==> src/rtl/mfqs_pkg.sv <==
// ----------------------------------------------------------------------------
// mfqs_pkg
// Types, codes and defaults shared by the feedback queue scheduler.
// ----------------------------------------------------------------------------
package mfqs_pkg;

    localparam int DEF_LEVELS      = 4;
    localparam int DEF_QUEUE_DEPTH = 16;
    localparam int DEF_ID_BITS     = 8;
    localparam int DEF_SLICE_BITS  = 16;

    localparam int CFG_SLICE_W = 16;
    localparam int CFG_SLICES  = 4;
    localparam int OP_W        = 2;
    localparam int EV_W        = 3;
    localparam int APB_DATA_W  = 32;
    localparam int APB_ADDR_W  = 5;

    localparam logic [CFG_SLICE_W-1:0] RST_RR_SLICE = 16'd4;
    localparam logic [CFG_SLICE_W-1:0] RST_SLICE0   = 16'd1;
    localparam logic [CFG_SLICE_W-1:0] RST_SLICE1   = 16'd2;
    localparam logic [CFG_SLICE_W-1:0] RST_SLICE2   = 16'd4;
    localparam logic [CFG_SLICE_W-1:0] RST_SLICE3   = 16'd8;

    typedef enum logic [OP_W-1:0] {
        OP_ADMIT  = 2'd0,
        OP_TICK   = 2'd1,
        OP_RETIRE = 2'd2
    } t_op;

    typedef enum logic [EV_W-1:0] {
        EV_NONE     = 3'd0,
        EV_DISPATCH = 3'd1,
        EV_PREEMPT  = 3'd2,
        EV_RETIRE   = 3'd3,
        EV_DROP     = 3'd4
    } t_event;

    typedef enum logic [1:0] {
        POL_FCFS = 2'd0,
        POL_RR   = 2'd1,
        POL_MLFQ = 2'd2
    } t_policy;

    typedef enum logic [2:0] {
        REG_POLICY   = 3'd0,
        REG_RR_SLICE = 3'd1,
        REG_SLICE0   = 3'd2,
        REG_SLICE1   = 3'd3,
        REG_SLICE2   = 3'd4,
        REG_SLICE3   = 3'd5
    } t_reg_idx;

    typedef struct packed {
        logic [1:0]                                  policy;
        logic [CFG_SLICE_W-1:0]                      rr_slice;
        logic [CFG_SLICES-1:0][CFG_SLICE_W-1:0]      level_slice;
    } t_cfg;

    typedef struct packed {
        logic push;
        logic pop;
    } t_q_ctl;

endpackage

==> src/rtl/mfqs_in_if.sv <==
// ----------------------------------------------------------------------------
// mfqs_in_if
// Request channel: operation and task id with valid/ready.
// ----------------------------------------------------------------------------
interface mfqs_in_if #(
    parameter int ID_BITS = 8
);
    logic               valid;
    logic               ready;
    logic [1:0]         operation;
    logic [ID_BITS-1:0] task_id;

    modport source (output valid, output operation, output task_id, input ready);
    modport sink   (input valid, input operation, input task_id, output ready);
endinterface

==> src/rtl/mfqs_out_if.sv <==
// ----------------------------------------------------------------------------
// mfqs_out_if
// Result channel: running task, its level and the step event.
// ----------------------------------------------------------------------------
interface mfqs_out_if #(
    parameter int ID_BITS   = 8,
    parameter int PRIO_BITS = 2
);
    logic                 valid;
    logic                 ready;
    logic                 running_valid;
    logic [ID_BITS-1:0]   running_task;
    logic [PRIO_BITS-1:0] running_prio;
    logic [2:0]           event_code;

    modport source (output valid, output running_valid, output running_task,
                    output running_prio, output event_code, input ready);
    modport sink   (input valid, input running_valid, input running_task,
                    input running_prio, input event_code, output ready);
endinterface

==> src/rtl/mfqs_queue.sv <==
// ----------------------------------------------------------------------------
// mfqs_queue
// One ready queue level: circular store with head, tail and count.
// ----------------------------------------------------------------------------
module mfqs_queue
    import mfqs_pkg::*;
#(
    parameter int DEPTH   = DEF_QUEUE_DEPTH,
    parameter int ID_BITS = DEF_ID_BITS
) (
    input  logic                           i_clk,
    input  logic                           i_rst_n,
    input  t_q_ctl                         i_ctl,
    input  logic [ID_BITS-1:0]             i_push_data,
    output logic [ID_BITS-1:0]             o_head,
    output logic [$clog2(DEPTH+1)-1:0]     o_count
);

    localparam int PTR_W = $clog2(DEPTH);
    localparam int CNT_W = $clog2(DEPTH + 1);

    logic [ID_BITS-1:0] r_store [DEPTH];
    logic [PTR_W-1:0]   r_head, n_head;
    logic [PTR_W-1:0]   r_tail, n_tail;
    logic [CNT_W-1:0]   r_count, n_count;

    assign o_head  = (r_count == '0) ? i_push_data : r_store[r_head];
    assign o_count = r_count;

    always_comb begin
        n_head  = r_head;
        n_tail  = r_tail;
        n_count = r_count;
        if (i_ctl.push) begin
            n_tail = (r_tail == PTR_W'(DEPTH - 1)) ? '0 : r_tail + 1'b1;
        end
        if (i_ctl.pop) begin
            n_head = (r_head == PTR_W'(DEPTH - 1)) ? '0 : r_head + 1'b1;
        end
        if (i_ctl.push && !i_ctl.pop) begin
            n_count = r_count + 1'b1;
        end else if (!i_ctl.push && i_ctl.pop) begin
            n_count = r_count - 1'b1;
        end
    end

    always_ff @(posedge i_clk) begin
        if (!i_rst_n) begin
            r_head  <= '0;
            r_tail  <= '0;
            r_count <= '0;
        end else begin
            r_head  <= n_head;
            r_tail  <= n_tail;
            r_count <= n_count;
        end
    end

    always_ff @(posedge i_clk) begin
        if (i_ctl.push) begin
            r_store[r_tail] <= i_push_data;
        end
    end

endmodule

==> src/rtl/mfqs_core.sv <==
// ----------------------------------------------------------------------------
// mfqs_core
// Scheduling step: running slot, tick count, level pick and queue updates.
// ----------------------------------------------------------------------------
module mfqs_core
    import mfqs_pkg::*;
#(
    parameter int LEVELS      = DEF_LEVELS,
    parameter int QUEUE_DEPTH = DEF_QUEUE_DEPTH,
    parameter int ID_BITS     = DEF_ID_BITS,
    parameter int SLICE_BITS  = DEF_SLICE_BITS,
    parameter int LEVEL_W     = (LEVELS > 1) ? $clog2(LEVELS) : 1
) (
    input  logic               i_clk,
    input  logic               i_rst_n,
    input  t_cfg               i_cfg,
    input  logic               i_step,
    input  logic [OP_W-1:0]    i_op,
    input  logic [ID_BITS-1:0] i_task_id,
    output logic               o_running_valid,
    output logic [ID_BITS-1:0] o_running_task,
    output logic [LEVEL_W-1:0] o_running_prio,
    output t_event             o_event_code
);

    localparam int CNT_W = $clog2(QUEUE_DEPTH + 1);
    localparam int CMP_W = (SLICE_BITS > CFG_SLICE_W) ? SLICE_BITS : CFG_SLICE_W;
    localparam logic [SLICE_BITS-1:0] SLICE_MAX = '1;

    logic               r_valid, n_valid;
    logic [ID_BITS-1:0] r_id, n_id;
    logic [LEVEL_W-1:0] r_level, n_level;
    logic [SLICE_BITS-1:0] r_used, n_used;

    logic [CNT_W-1:0]   q_count [LEVELS];
    logic [ID_BITS-1:0] q_head  [LEVELS];
    t_q_ctl             q_ctl   [LEVELS];

    logic [LEVELS-1:0]  nonempty;
    logic [LEVELS-1:0]  full;
    logic [LEVELS-1:0]  pick_mask;
    logic [LEVEL_W-1:0] top_now;
    logic [LEVEL_W-1:0] pick_lvl;
    logic               pick_any;

    logic               push_en;
    logic [LEVEL_W-1:0] push_lvl;
    logic [ID_BITS-1:0] push_data;
    logic               disp;
    t_event             ev;

    logic [SLICE_BITS-1:0]  used_inc;
    logic [CFG_SLICE_W-1:0] slice;
    logic [LEVEL_W-1:0]     target;
    logic                   timed;
    logic [1:0]             slice_idx;

    function automatic logic [LEVEL_W-1:0] f_top(input logic [LEVELS-1:0] m);
        logic [LEVEL_W-1:0] r;
        r = '0;
        for (int l = LEVELS - 1; l >= 0; l--) begin
            if (m[l]) begin
                r = LEVEL_W'(l);
            end
        end
        return r;
    endfunction

    genvar g;
    generate
        for (g = 0; g < LEVELS; g++) begin : g_lvl
            mfqs_queue #(
                .DEPTH   (QUEUE_DEPTH),
                .ID_BITS (ID_BITS)
            ) u_queue (
                .i_clk       (i_clk),
                .i_rst_n     (i_rst_n),
                .i_ctl       (q_ctl[g]),
                .i_push_data (push_data),
                .o_head      (q_head[g]),
                .o_count     (q_count[g])
            );
            assign nonempty[g]  = (q_count[g] != '0);
            assign full[g]      = (q_count[g] == CNT_W'(QUEUE_DEPTH));
            assign pick_mask[g] = nonempty[g] || (push_en && (push_lvl == LEVEL_W'(g)));
            assign q_ctl[g]     = {push_en && (push_lvl == LEVEL_W'(g)),
                                   disp && pick_any && (pick_lvl == LEVEL_W'(g))};
        end
    endgenerate

    assign top_now  = f_top(nonempty);
    assign pick_lvl = f_top(pick_mask);
    assign pick_any = |pick_mask;

    always_comb begin
        used_inc  = (r_used == SLICE_MAX) ? r_used : r_used + 1'b1;
        slice_idx = (int'(r_level) >= 3) ? 2'd3 : 2'(r_level);
        slice     = i_cfg.rr_slice;
        target    = '0;
        timed     = 1'b0;
        case (i_cfg.policy)
            POL_RR: begin
                slice = i_cfg.rr_slice;
                timed = 1'b1;
            end
            POL_MLFQ: begin
                slice  = i_cfg.level_slice[slice_idx];
                target = (int'(r_level) >= LEVELS - 1) ? LEVEL_W'(LEVELS - 1)
                                                       : r_level + 1'b1;
                timed  = 1'b1;
            end
            default: begin
                timed = 1'b0;
            end
        endcase
    end

    always_comb begin
        ev        = EV_NONE;
        push_en   = 1'b0;
        push_lvl  = '0;
        push_data = i_task_id;
        disp      = 1'b0;
        n_used    = r_used;
        if (i_step) begin
            case (i_op)
                OP_ADMIT: begin
                    if (full[0]) begin
                        ev = EV_DROP;
                    end else begin
                        push_en = 1'b1;
                        if (!r_valid) begin
                            disp = 1'b1;
                            ev   = EV_DISPATCH;
                        end
                    end
                end
                OP_TICK: begin
                    if (!r_valid) begin
                        if (|nonempty) begin
                            disp = 1'b1;
                            ev   = EV_DISPATCH;
                        end
                    end else begin
                        n_used = used_inc;
                        if (timed && (CMP_W'(used_inc) >= CMP_W'(slice))
                                && (!full[target] || (top_now == target))) begin
                            push_en   = 1'b1;
                            push_lvl  = target;
                            push_data = r_id;
                            disp      = 1'b1;
                            ev        = EV_PREEMPT;
                        end
                    end
                end
                OP_RETIRE: begin
                    if (r_valid) begin
                        disp = 1'b1;
                        ev   = EV_RETIRE;
                    end
                end
                default: begin
                    ev = EV_NONE;
                end
            endcase
        end
        if (disp) begin
            n_used = '0;
        end
    end

    always_comb begin
        n_valid = r_valid;
        n_id    = r_id;
        n_level = r_level;
        if (disp) begin
            if (pick_any) begin
                n_valid = 1'b1;
                n_id    = q_head[pick_lvl];
                n_level = pick_lvl;
            end else begin
                n_valid = 1'b0;
                n_id    = '0;
                n_level = '0;
            end
        end
    end

    always_ff @(posedge i_clk) begin
        if (!i_rst_n) begin
            r_valid <= 1'b0;
            r_id    <= '0;
            r_level <= '0;
            r_used  <= '0;
        end else begin
            r_valid <= n_valid;
            r_id    <= n_id;
            r_level <= n_level;
            r_used  <= n_used;
        end
    end

    assign o_running_valid = n_valid;
    assign o_running_task  = n_id;
    assign o_running_prio  = n_level;
    assign o_event_code    = ev;

endmodule

==> src/rtl/multilevel_feedback_queue_scheduler.sv <==
// ----------------------------------------------------------------------------
// multilevel_feedback_queue_scheduler
// Ready queues at several levels with FCFS, round robin and feedback policies.
// ----------------------------------------------------------------------------
// Usage:
//   i_in carries one request word: admit a task id into level 0, count one
//   tick for the running task, or retire it. o_out returns one result word
//   per request: running slot, its level and the event of that step.
//   The APB port holds policy and slice registers at byte address 4*index;
//   write them only while no request is in flight.
// Path: an accepted word goes from the request register through the core
//   into the result register, which drives o_out.
// Throughput: one word per cycle while o_out.ready holds; each step is one
//   priority pick plus at most one push and one pop on the level queues.
// Reset: queues empty, processor idle, registers at their default values.
//   No clearing pass; i_in.ready is high as soon as reset is released.
// Stall: while o_out.ready is low the result holds; one more request is
//   taken into the request register, then i_in.ready drops.
// ----------------------------------------------------------------------------
module multilevel_feedback_queue_scheduler
    import mfqs_pkg::*;
#(
    parameter int LEVELS      = DEF_LEVELS,
    parameter int QUEUE_DEPTH = DEF_QUEUE_DEPTH,
    parameter int ID_BITS     = DEF_ID_BITS,
    parameter int SLICE_BITS  = DEF_SLICE_BITS,
    parameter int LEVEL_W     = (LEVELS > 1) ? $clog2(LEVELS) : 1
) (
    input  logic                  i_clk,
    input  logic                  i_rst_n,
    mfqs_in_if.sink               i_in,
    mfqs_out_if.source            o_out,
    input  logic                  psel,
    input  logic                  penable,
    input  logic                  pwrite,
    input  logic [APB_ADDR_W-1:0] paddr,
    input  logic [APB_DATA_W-1:0] pwdata,
    output logic [APB_DATA_W-1:0] prdata,
    output logic                  pready
);

    t_cfg r_cfg;

    logic               r_in_valid;
    logic [OP_W-1:0]    r_op;
    logic [ID_BITS-1:0] r_task_id;

    logic               r_out_valid;
    logic               r_out_run;
    logic [ID_BITS-1:0] r_out_task;
    logic [LEVEL_W-1:0] r_out_prio;
    logic [EV_W-1:0]    r_out_ev;

    logic               advance;
    logic               step;
    logic               cfg_wr;
    t_reg_idx           reg_idx;

    logic               core_valid;
    logic [ID_BITS-1:0] core_task;
    logic [LEVEL_W-1:0] core_prio;
    t_event             core_ev;

    assign pready  = 1'b1;
    assign cfg_wr  = psel && penable && pwrite && pready;
    assign reg_idx = t_reg_idx'(paddr[APB_ADDR_W-1:2]);

    always_ff @(posedge i_clk) begin
        if (!i_rst_n) begin
            r_cfg.policy         <= POL_FCFS;
            r_cfg.rr_slice       <= RST_RR_SLICE;
            r_cfg.level_slice[0] <= RST_SLICE0;
            r_cfg.level_slice[1] <= RST_SLICE1;
            r_cfg.level_slice[2] <= RST_SLICE2;
            r_cfg.level_slice[3] <= RST_SLICE3;
        end else if (cfg_wr) begin
            unique case (reg_idx)
                REG_POLICY:   r_cfg.policy         <= pwdata[1:0];
                REG_RR_SLICE: r_cfg.rr_slice       <= pwdata[CFG_SLICE_W-1:0];
                REG_SLICE0:   r_cfg.level_slice[0] <= pwdata[CFG_SLICE_W-1:0];
                REG_SLICE1:   r_cfg.level_slice[1] <= pwdata[CFG_SLICE_W-1:0];
                REG_SLICE2:   r_cfg.level_slice[2] <= pwdata[CFG_SLICE_W-1:0];
                REG_SLICE3:   r_cfg.level_slice[3] <= pwdata[CFG_SLICE_W-1:0];
                default: begin
                end
            endcase
        end
    end

    always_comb begin
        prdata = '0;
        unique case (reg_idx)
            REG_POLICY:   prdata = APB_DATA_W'(r_cfg.policy);
            REG_RR_SLICE: prdata = APB_DATA_W'(r_cfg.rr_slice);
            REG_SLICE0:   prdata = APB_DATA_W'(r_cfg.level_slice[0]);
            REG_SLICE1:   prdata = APB_DATA_W'(r_cfg.level_slice[1]);
            REG_SLICE2:   prdata = APB_DATA_W'(r_cfg.level_slice[2]);
            REG_SLICE3:   prdata = APB_DATA_W'(r_cfg.level_slice[3]);
            default:      prdata = '0;
        endcase
    end

    assign advance    = !r_out_valid || o_out.ready;
    assign step       = r_in_valid && advance;
    assign i_in.ready = !r_in_valid || advance;

    always_ff @(posedge i_clk) begin
        if (!i_rst_n) begin
            r_in_valid  <= 1'b0;
            r_out_valid <= 1'b0;
        end else begin
            if (i_in.valid && i_in.ready) begin
                r_in_valid <= 1'b1;
            end else if (step) begin
                r_in_valid <= 1'b0;
            end
            if (step) begin
                r_out_valid <= 1'b1;
            end else if (o_out.ready) begin
                r_out_valid <= 1'b0;
            end
        end
    end

    always_ff @(posedge i_clk) begin
        if (i_in.valid && i_in.ready) begin
            r_op      <= i_in.operation;
            r_task_id <= i_in.task_id;
        end
        if (step) begin
            r_out_run  <= core_valid;
            r_out_task <= core_task;
            r_out_prio <= core_prio;
            r_out_ev   <= core_ev;
        end
    end

    mfqs_core #(
        .LEVELS      (LEVELS),
        .QUEUE_DEPTH (QUEUE_DEPTH),
        .ID_BITS     (ID_BITS),
        .SLICE_BITS  (SLICE_BITS),
        .LEVEL_W     (LEVEL_W)
    ) u_core (
        .i_clk           (i_clk),
        .i_rst_n         (i_rst_n),
        .i_cfg           (r_cfg),
        .i_step          (step),
        .i_op            (r_op),
        .i_task_id       (r_task_id),
        .o_running_valid (core_valid),
        .o_running_task  (core_task),
        .o_running_prio  (core_prio),
        .o_event_code    (core_ev)
    );

    assign o_out.valid         = r_out_valid;
    assign o_out.running_valid = r_out_run;
    assign o_out.running_task  = r_out_task;
    assign o_out.running_prio  = r_out_prio;
    assign o_out.event_code    = r_out_ev;

    a_idle_zero : assert property (@(posedge i_clk) disable iff (!i_rst_n)
        (r_out_valid && !r_out_run) |-> (r_out_task == '0 && r_out_prio == '0))
        else $error("idle result carries a task");

    a_dispatch_runs : assert property (@(posedge i_clk) disable iff (!i_rst_n)
        (r_out_valid && r_out_ev == EV_DISPATCH) |-> r_out_run)
        else $error("dispatch word without a running task");

    a_ready_stall : assert property (@(posedge i_clk) disable iff (!i_rst_n)
        !i_in.ready |-> (r_in_valid && r_out_valid && !o_out.ready))
        else $error("request side stalled without a full pipeline");

    a_result_follows : assert property (@(posedge i_clk) disable iff (!i_rst_n)
        step |=> r_out_valid)
        else $error("step without a result word");

endmodule
==> src/flat_wrapper.sv <==
// flat-port wrapper written by rule: the top's interface ports become plain ports
module multilevel_feedback_queue_scheduler_flat import mfqs_pkg::*;
#(
    parameter int LEVELS      = DEF_LEVELS,
    parameter int QUEUE_DEPTH = DEF_QUEUE_DEPTH,
    parameter int ID_BITS     = DEF_ID_BITS,
    parameter int SLICE_BITS  = DEF_SLICE_BITS,
    parameter int LEVEL_W     = (LEVELS > 1) ? $clog2(LEVELS) : 1
)
  (i_clk, i_rst_n, psel, penable, pwrite, paddr, pwdata, prdata, pready, i_in_valid, i_in_operation, i_in_task_id, i_in_ready, o_out_valid, o_out_running_valid, o_out_running_task, o_out_running_prio, o_out_event_code, o_out_ready);
  mfqs_in_if #(.ID_BITS(ID_BITS)) i_in_i ();
  mfqs_out_if #(.ID_BITS(ID_BITS)) o_out_i ();
  input  logic i_clk;
  input  logic i_rst_n;
  input  logic psel;
  input  logic penable;
  input  logic pwrite;
  input  logic [APB_ADDR_W-1:0] paddr;
  input  logic [APB_DATA_W-1:0] pwdata;
  output logic [APB_DATA_W-1:0] prdata;
  output logic pready;
  input wire logic [$bits(i_in_i.valid)-1:0] i_in_valid;
  input wire logic [$bits(i_in_i.operation)-1:0] i_in_operation;
  input wire logic [$bits(i_in_i.task_id)-1:0] i_in_task_id;
  output wire logic [$bits(i_in_i.ready)-1:0] i_in_ready;
  output wire logic [$bits(o_out_i.valid)-1:0] o_out_valid;
  output wire logic [$bits(o_out_i.running_valid)-1:0] o_out_running_valid;
  output wire logic [$bits(o_out_i.running_task)-1:0] o_out_running_task;
  output wire logic [$bits(o_out_i.running_prio)-1:0] o_out_running_prio;
  output wire logic [$bits(o_out_i.event_code)-1:0] o_out_event_code;
  input wire logic [$bits(o_out_i.ready)-1:0] o_out_ready;
  assign i_in_i.valid = i_in_valid;
  assign i_in_i.operation = i_in_operation;
  assign i_in_i.task_id = i_in_task_id;
  assign i_in_ready = i_in_i.ready;
  assign o_out_valid = o_out_i.valid;
  assign o_out_running_valid = o_out_i.running_valid;
  assign o_out_running_task = o_out_i.running_task;
  assign o_out_running_prio = o_out_i.running_prio;
  assign o_out_event_code = o_out_i.event_code;
  assign o_out_i.ready = o_out_ready;
  multilevel_feedback_queue_scheduler #(.LEVELS(LEVELS), .QUEUE_DEPTH(QUEUE_DEPTH), .ID_BITS(ID_BITS), .SLICE_BITS(SLICE_BITS), .LEVEL_W(LEVEL_W)) u_core (.i_clk(i_clk), .i_rst_n(i_rst_n), .i_in(i_in_i), .o_out(o_out_i), .psel(psel), .penable(penable), .pwrite(pwrite), .paddr(paddr), .pwdata(pwdata), .prdata(prdata), .pready(pready));
endmodule
==> config.mk <==
export PLATFORM = sky130hd
export DESIGN_NAME = multilevel_feedback_queue_scheduler_flat
export DESIGN_NICKNAME = d
export VERILOG_FILES = /design/src/rtl/mfqs_pkg.sv /design/src/rtl/mfqs_in_if.sv /design/src/rtl/mfqs_out_if.sv /design/src/rtl/mfqs_queue.sv /design/src/rtl/mfqs_core.sv /design/src/rtl/multilevel_feedback_queue_scheduler.sv /design/src/flat_wrapper.sv
export SDC_FILE = /design/constraint.sdc
export NUM_CORES = 1
export LEC_CHECK = 0
export BUFFER_PORTS_ARGS = -buffer_cell sky130_fd_sc_hd__buf_4
export CORE_MARGIN = 3
export CORE_UTILIZATION = 45
export DETAILED_ROUTE_END_ITERATION = 10
export SKIP_CTS_REPAIR_TIMING = 1
export SLEW_MARGIN = 20
export SYNTH_ARGS = -nofsm -noshare
export SYNTH_HDL_FRONTEND = slang
export SYNTH_HIERARCHICAL = 1
export SYNTH_SLANG_ARGS = --single-unit
==> constraint.sdc <==
create_clock -name i_clk -period 8.4 [get_ports i_clk]
set_input_delay 0.84 -clock i_clk [delete_from_list [all_inputs] [get_ports i_clk]]
set_output_delay 0.84 -clock i_clk [all_outputs]
set_load 0.005 [all_outputs]
Word-level counts from Yosys, hierarchy flattened

Memories as Yosys holds them, arrays and structs flattened. A register that Yosys moved wholly into a read port is not among the register bits.
Cells that the tools add are included.

$lt $le $gt $ge: 5
Bitwise logic cells: 2
Add/sub/neg operators: 18
Equality and inequality tests: 29
Reductions and logical operators: 70
Multiplexer cells: 95

Operators by type and width:

| cell                  | count |
|---|---|
| $mux 8                | 12 |
| $pmux 16 s6           | 1 |
| $mux 4                | 16 |
| $mux 16               | 3 |
| $mux 5                | 8 |
| $mux 2                | 19 |
| $add 4x1->4 const B   | 8 |
| $bmux 16 s2           | 1 |
| $eq 4x4->1 const B    | 8 |
| $mux 1                | 28 |
| $logic_and 1x1->1     | 23 |
| $add 5x1->5 const B   | 4 |
| $eq 5x5->1 const B    | 4 |
| $logic_not 5->1       | 4 |
| $reduce_bool 5->1     | 4 |
| $sub 5x1->5 const B   | 4 |
| $add 16x1->16 const B | 1 |
| $bmux 8 s2            | 1 |
| $eq 16x16->1 const B  | 1 |
| $ge 16x16->1          | 1 |
| $eq 2x2->1 const B    | 6 |
| $reduce_and 2->1      | 6 |
| $reduce_bool 2->1     | 6 |
| $logic_not 1->1       | 11 |
| other kinds (22)      | 39 |

Logic and storage cells: 253
Bits in registers: 187
Input port bits: 54
Memories: 4
Memory bits (writable): 512

Memories:

| name                                   | words | width | read ports | clocked after memory_dff | wr ports | RTL line         | source |
|---|---|---|---|---|---|---|---|
| u_core.u_core.g_lvl[0].u_queue.r_store | 16    | 8     | 1          | 1                        | 1        | mfqs_queue.sv:22 | `logic [ID_BITS-1:0] r_store [DEPTH];` |
| u_core.u_core.g_lvl[1].u_queue.r_store | 16    | 8     | 1          | 1                        | 1        | mfqs_queue.sv:22 |  |
| u_core.u_core.g_lvl[2].u_queue.r_store | 16    | 8     | 1          | 1                        | 1        | mfqs_queue.sv:22 |  |
| u_core.u_core.g_lvl[3].u_queue.r_store | 16    | 8     | 1          | 1                        | 1        | mfqs_queue.sv:22 |  |

Depth between registers and ports, before layout

Depth in word-level cells: 25
Depth in mapped cells: 28
Depth with buffers taken out: 24

Modules after synthesis

The synthesis kept the hierarchy.

By module, submodules not included:

| module                                           | times used | cells an instance | area an instance (sq um) |
|---|---|---|---|
| mfqs_queue at u_core.u_core.g_lvl[1].u_queue ... | 3          | 323               | 5899.4 |
| mfqs_queue at u_core.u_core.g_lvl[0].u_queue     | 1          | 315               | 5908.2 |
| multilevel_feedback_queue_scheduler              | 1          | 430               | 4636.9 |
| mfqs_core                                        | 1          | 387               | 3206.8 |

Worst setup path before layout

Ideal clock, no wire load.

Path type: register -> register
Start: register u_core.u_core.r_used[4]
End: register u_core.u_core.g_lvl[3].u_queue.r_count[4]
Period minus slack after synthesis: 5.786 ns
Arrival: 5.714 ns
Data required time: 8.328 ns
Setup slack: 2.614 ns
Stages on the path, launching flop included: 26
Buffers on the path: 3
Cell sequence: dfxtp_1 > clkbuf_1 > nand4_1 > nor4_1 > nand3_1 > and3_1 > clkbuf_1 > nand2_1 > xnor2_1 > ha_1 > nand2_1 > nor3_1 > nor4b_1 > o41ai_1 > nor3_2 > o21ai_1 > clkbuf_1 > nor4_1 > inv_1 > ha_1 > inv_1 > ha_1 > a21o_1 > a21oi_1 > mux2i_1 > mux2i_1

RTL lines:

| item                     | RTL line         | source |
|---|---|---|
| start: declaration       | mfqs_core.sv:33  | `logic [SLICE_BITS-1:0] r_used, n_used;` |
| start signal: assignment | mfqs_core.sv:199 | `r_used <= n_used;` |
| end signal: assignment   | mfqs_queue.sv:55 | `r_count <= n_count;` |
| end: declaration         | mfqs_queue.sv:25 | `logic [CNT_W-1:0] r_count, n_count;` |

==> impl_metrics.env <==
export IMPL_layout_nets=2281
export IMPL_drt_first_pass_iters=6
export IMPL_h_tree_depth=3
export IMPL_cts_tree="done"
export IMPL_hold_viol=0
export IMPL_finalInstanceArea_um2=35200
export IMPL_slowest_delay_ns=0.87
export IMPL_grt_pass1_wl_um=109000
export IMPL_yosysTopAreaCellShare_pct=51.2
export IMPL_place_area_um2=32700
export IMPL_die_h_um=270
export IMPL_min_path_type="in -> reg"
export IMPL_num_io_pins=103
export IMPL_synth_edf_count=536
export IMPL_yosys_mux_area_fraction_pct=17.3
export IMPL_post_route_util_pct=51.1
export IMPL_endpoint_kind="flip-flop"
export IMPL_cts_buffers=77
export IMPL_final_max_slew_viol_count=0
export IMPL_cts_root_buf="clkbuf_16"
export IMPL_syn_to_final_growth_pct=11.9
export IMPL_core_area_um2=68900
export IMPL_clock_fmax_mhz=135
export IMPL_yosysWarnings=6
export IMPL_avgRoutedWirePerCell_um=22.6
export IMPL_synthArstFlopShare_pct=0
export IMPL_layout_cells_non_filler=3162
export IMPL_antenna_cells=0
export IMPL_synthFlopType="edfxtp_1"
export IMPL_synthSimpleGateAreaFrac_pct=8.49
export IMPL_yosysSeqAreaShare_pct=62.6
export IMPL_synth_distinct_cells=70
export IMPL_num_rows=96
export IMPL_p_leak_nw=11.9
export IMPL_crit_path_start_kind="flip-flop"
export IMPL_synth_most_common_cell="edfxtp_1"
export IMPL_max_slew_margin_pct=29.1
export IMPL_crit_cells=22
export IMPL_drive_gt1_share_pct=16.5
export IMPL_tns_ns=0
export IMPL_setup_viol=0
export IMPL_clkLatencyLatePin_ns=0.63
export IMPL_grt_pass1_vias=17839
export IMPL_die_width_um=270
export IMPL_r2r_cells=22
export IMPL_min_period_over_period_pct=88.1
export IMPL_cts_buffer_depth=3
export IMPL_grt_overflow_total=0
export IMPL_outcome="finished, final reports clean"
export IMPL_critPathArrivalTime_ns=7.95
export IMPL_cp_num_buf_inv=2
export IMPL_post_dp_hpwl_um=45400
export IMPL_grt_max_degree=98
export IMPL_finClkSkew_ns=0.0271
export IMPL_worst_pin_slew_ns=1.06
export IMPL_synth_top_family_by_area="multiplexers"
export IMPL_power_density_nw_per_um2=211
export IMPL_worstPathRequired_ns=8.95
export IMPL_period_minus_slack_ns=7.40
export IMPL_path_class="reg -> reg"
export IMPL_route_detailed_drc=0
export IMPL_wl_um=71500
export IMPL_hold_path_depth=1
export IMPL_finalPower_w=0.00743
export IMPL_ys_ff_latch=715
export IMPL_vdd_ir_drop_max_mv=0.162
export IMPL_synth_top_cells_by_count="edfxtp_1 (536), nand2_1 (229), dfxtp_1 (179), mux2i_1 (169), mux4_2 (104)"
export IMPL_rsz0062_at_grt="false"
export IMPL_grt_use_total_pct=19.4
export IMPL_crit_top_cell="ha_1"
export IMPL_synth_compound_area_share_pct=5.40
export IMPL_crit_family="simple AND/OR/NAND/NOR gates"
export IMPL_cp_slowest_cell="nor3_2"
export IMPL_crit_fanout=11
export IMPL_syn_area_um2=31500
export IMPL_numPortBuffers=67
export IMPL_synthXorXnorAreaFrac_pct=1.11
export IMPL_viasPerCell=5.67
export IMPL_syn_inst=2101
export IMPL_ant_nets=0
export IMPL_place_inst=3021
export IMPL_num_vias=17932
export IMPL_synth_largest_area_cell="edfxtp_1"
export IMPL_synth_fa_ha_area_share_pct=2.40
export IMPL_synth_area_leaders="edfxtp_1 (51%), dfxtp_1 (11%), mux4_2 (7.4%)"
export IMPL_path_cells="nand4_1, nor4_1, nand3_1, and3_1, nand2_1, xnor2_1, ha_1, nand2_1, nor3_1, nor4b_1, o41a_1, a21boi_2, nor3_2, and3_1, inv_1, ha_1, inv_1, ha_1, a21o_1, a21oi_1, mux2i_1, mux2i_1"
export IMPL_path_clk_slew_ns=0.06
export IMPL_syn_area_per_cell_um2=15.0
export IMPL_drv_cap=0
export IMPL_drtIter0Drc=1464
export IMPL_gp_congestion=0.831
export IMPL_clock_sinks=715
export IMPL_die_area_um2=73100
export IMPL_antenna_found_initial=0
export IMPL_start_util_pct=45.6
==> per-stage QoR <==
stage               hold WS (ns)  worst slack (ns)
floorplan                  0.441              2.61
global placement           0.453              1.18
detailed placement         0.464              1.03
CTS                        0.388              1.04
global route               0.392             0.450
finish                     0.428             0.997
==> registers in the layout, indices dropped and copies added (netlist names), 3 cells and up, named ones only <==
signal and cells:
u_core/r_task_id 8, u_core/o_out.running_task 8, u_core/u_core/g_lvl.u_queue/r_head 16, u_core/r_cfg 82
u_core/u_core/g_lvl.u_queue/r_store 512, u_core/u_core/r_id 8, u_core/u_core/g_lvl.u_queue/r_tail 16, u_core/u_core/g_lvl.u_queue/o_count 20
u_core/o_out.event_code 3, u_core/u_core/r_used 16
==> worst register-to-register path: stages (launching register included) <==
cell and delay [ns]:
dfxtp_1 0.47, nand4_1 0.22, nor4_1 0.73, nand3_1 0.35
and3_1 0.39, nand2_1 0.12, xnor2_1 0.08, ha_1 0.28
nand2_1 0.06, nor3_1 0.34, nor4b_1 0.57, o41a_1 0.56
a21boi_2 0.24, nor3_2 0.87, and3_1 0.42, inv_1 0.12
ha_1 0.26, inv_1 0.15, ha_1 0.29, a21o_1 0.19
a21oi_1 0.17, mux2i_1 0.25, mux2i_1 0.19
==> layout by cell type, fill, tap and decap left out, types with 21 or more instances in the layout <==
master,count
xor2_1,21
buf_4,95
inv_1,42
mux2i_1,169
o21ai_1,32
mux2_2,28
a21oi_1,49
and2_1,99
mux4_2,104
clkbuf_16,79
nor2_1,57
mux4_1,41
o21ai_0,34
dfxtp_1,177
edfxtp_1,536
o22ai_1,27
o221ai_1,30
ha_1,54
nand2_1,229
==> kinds of logic after synthesis <==
group / count (synthesis)
flops: 715
simple gates: 524
mux: 342
compound gates: 256
buf+inv: 164
fa+ha+maj: 58
xor+xnor: 40
other cells: 2
==> area by class of cell <==
type                    instances  area [µm²]
clock buffers                 105        2140
repair buffers                 95         713
fillers                      5776       33700
inverters                      43         161
well taps                     931        1160
flip-flops and latches        715       19700
clock inverters                36         363
multi-input cells            1237       11000
==> per-layer routing <==
metal | vias to the layer above | GRT usage [%] | routed length [µm]
li1 | 8191 | - | -
met1 | 9128 | 28.4 | 33100
met2 | 497 | 30.3 | 33100
met3 | 116 | 2.98 | 3520
met4 | 0 | 5.79 | 1810
met5 | - | 0 | 0
==> worst paths after layout <==
| path | startpoint | endpoint | slack, ns |
|---|---|---|---|
| worst max-delay path | u_core/u_core/r_used[4] | u_core/u_core/g_lvl[1].u_queue/o_count[4] | 1.0 |
| worst min-delay path | i_in_task_id[4] | u_core/r_task_id[4] | 0.43 |
| worst max register to register | u_core/u_core/r_used[4] | u_core/u_core/g_lvl[1].u_queue/o_count[4] | 1.0 |
| worst min register to register | u_core/r_cfg[59] | u_core/r_cfg[59] | 0.47 |
==> power breakdown <==
part / internal (W) / switching (W) / leakage, nW / total (W)
Sequential: 0.00381 / 0.0000148 / 6.28 / 0.00383
Combinational: 0.0000841 / 0.000184 / 4.39 / 0.000268
Clock: 0.00198 / 0.00136 / 1.23 / 0.00334
(Power assumes the default switching activity.)
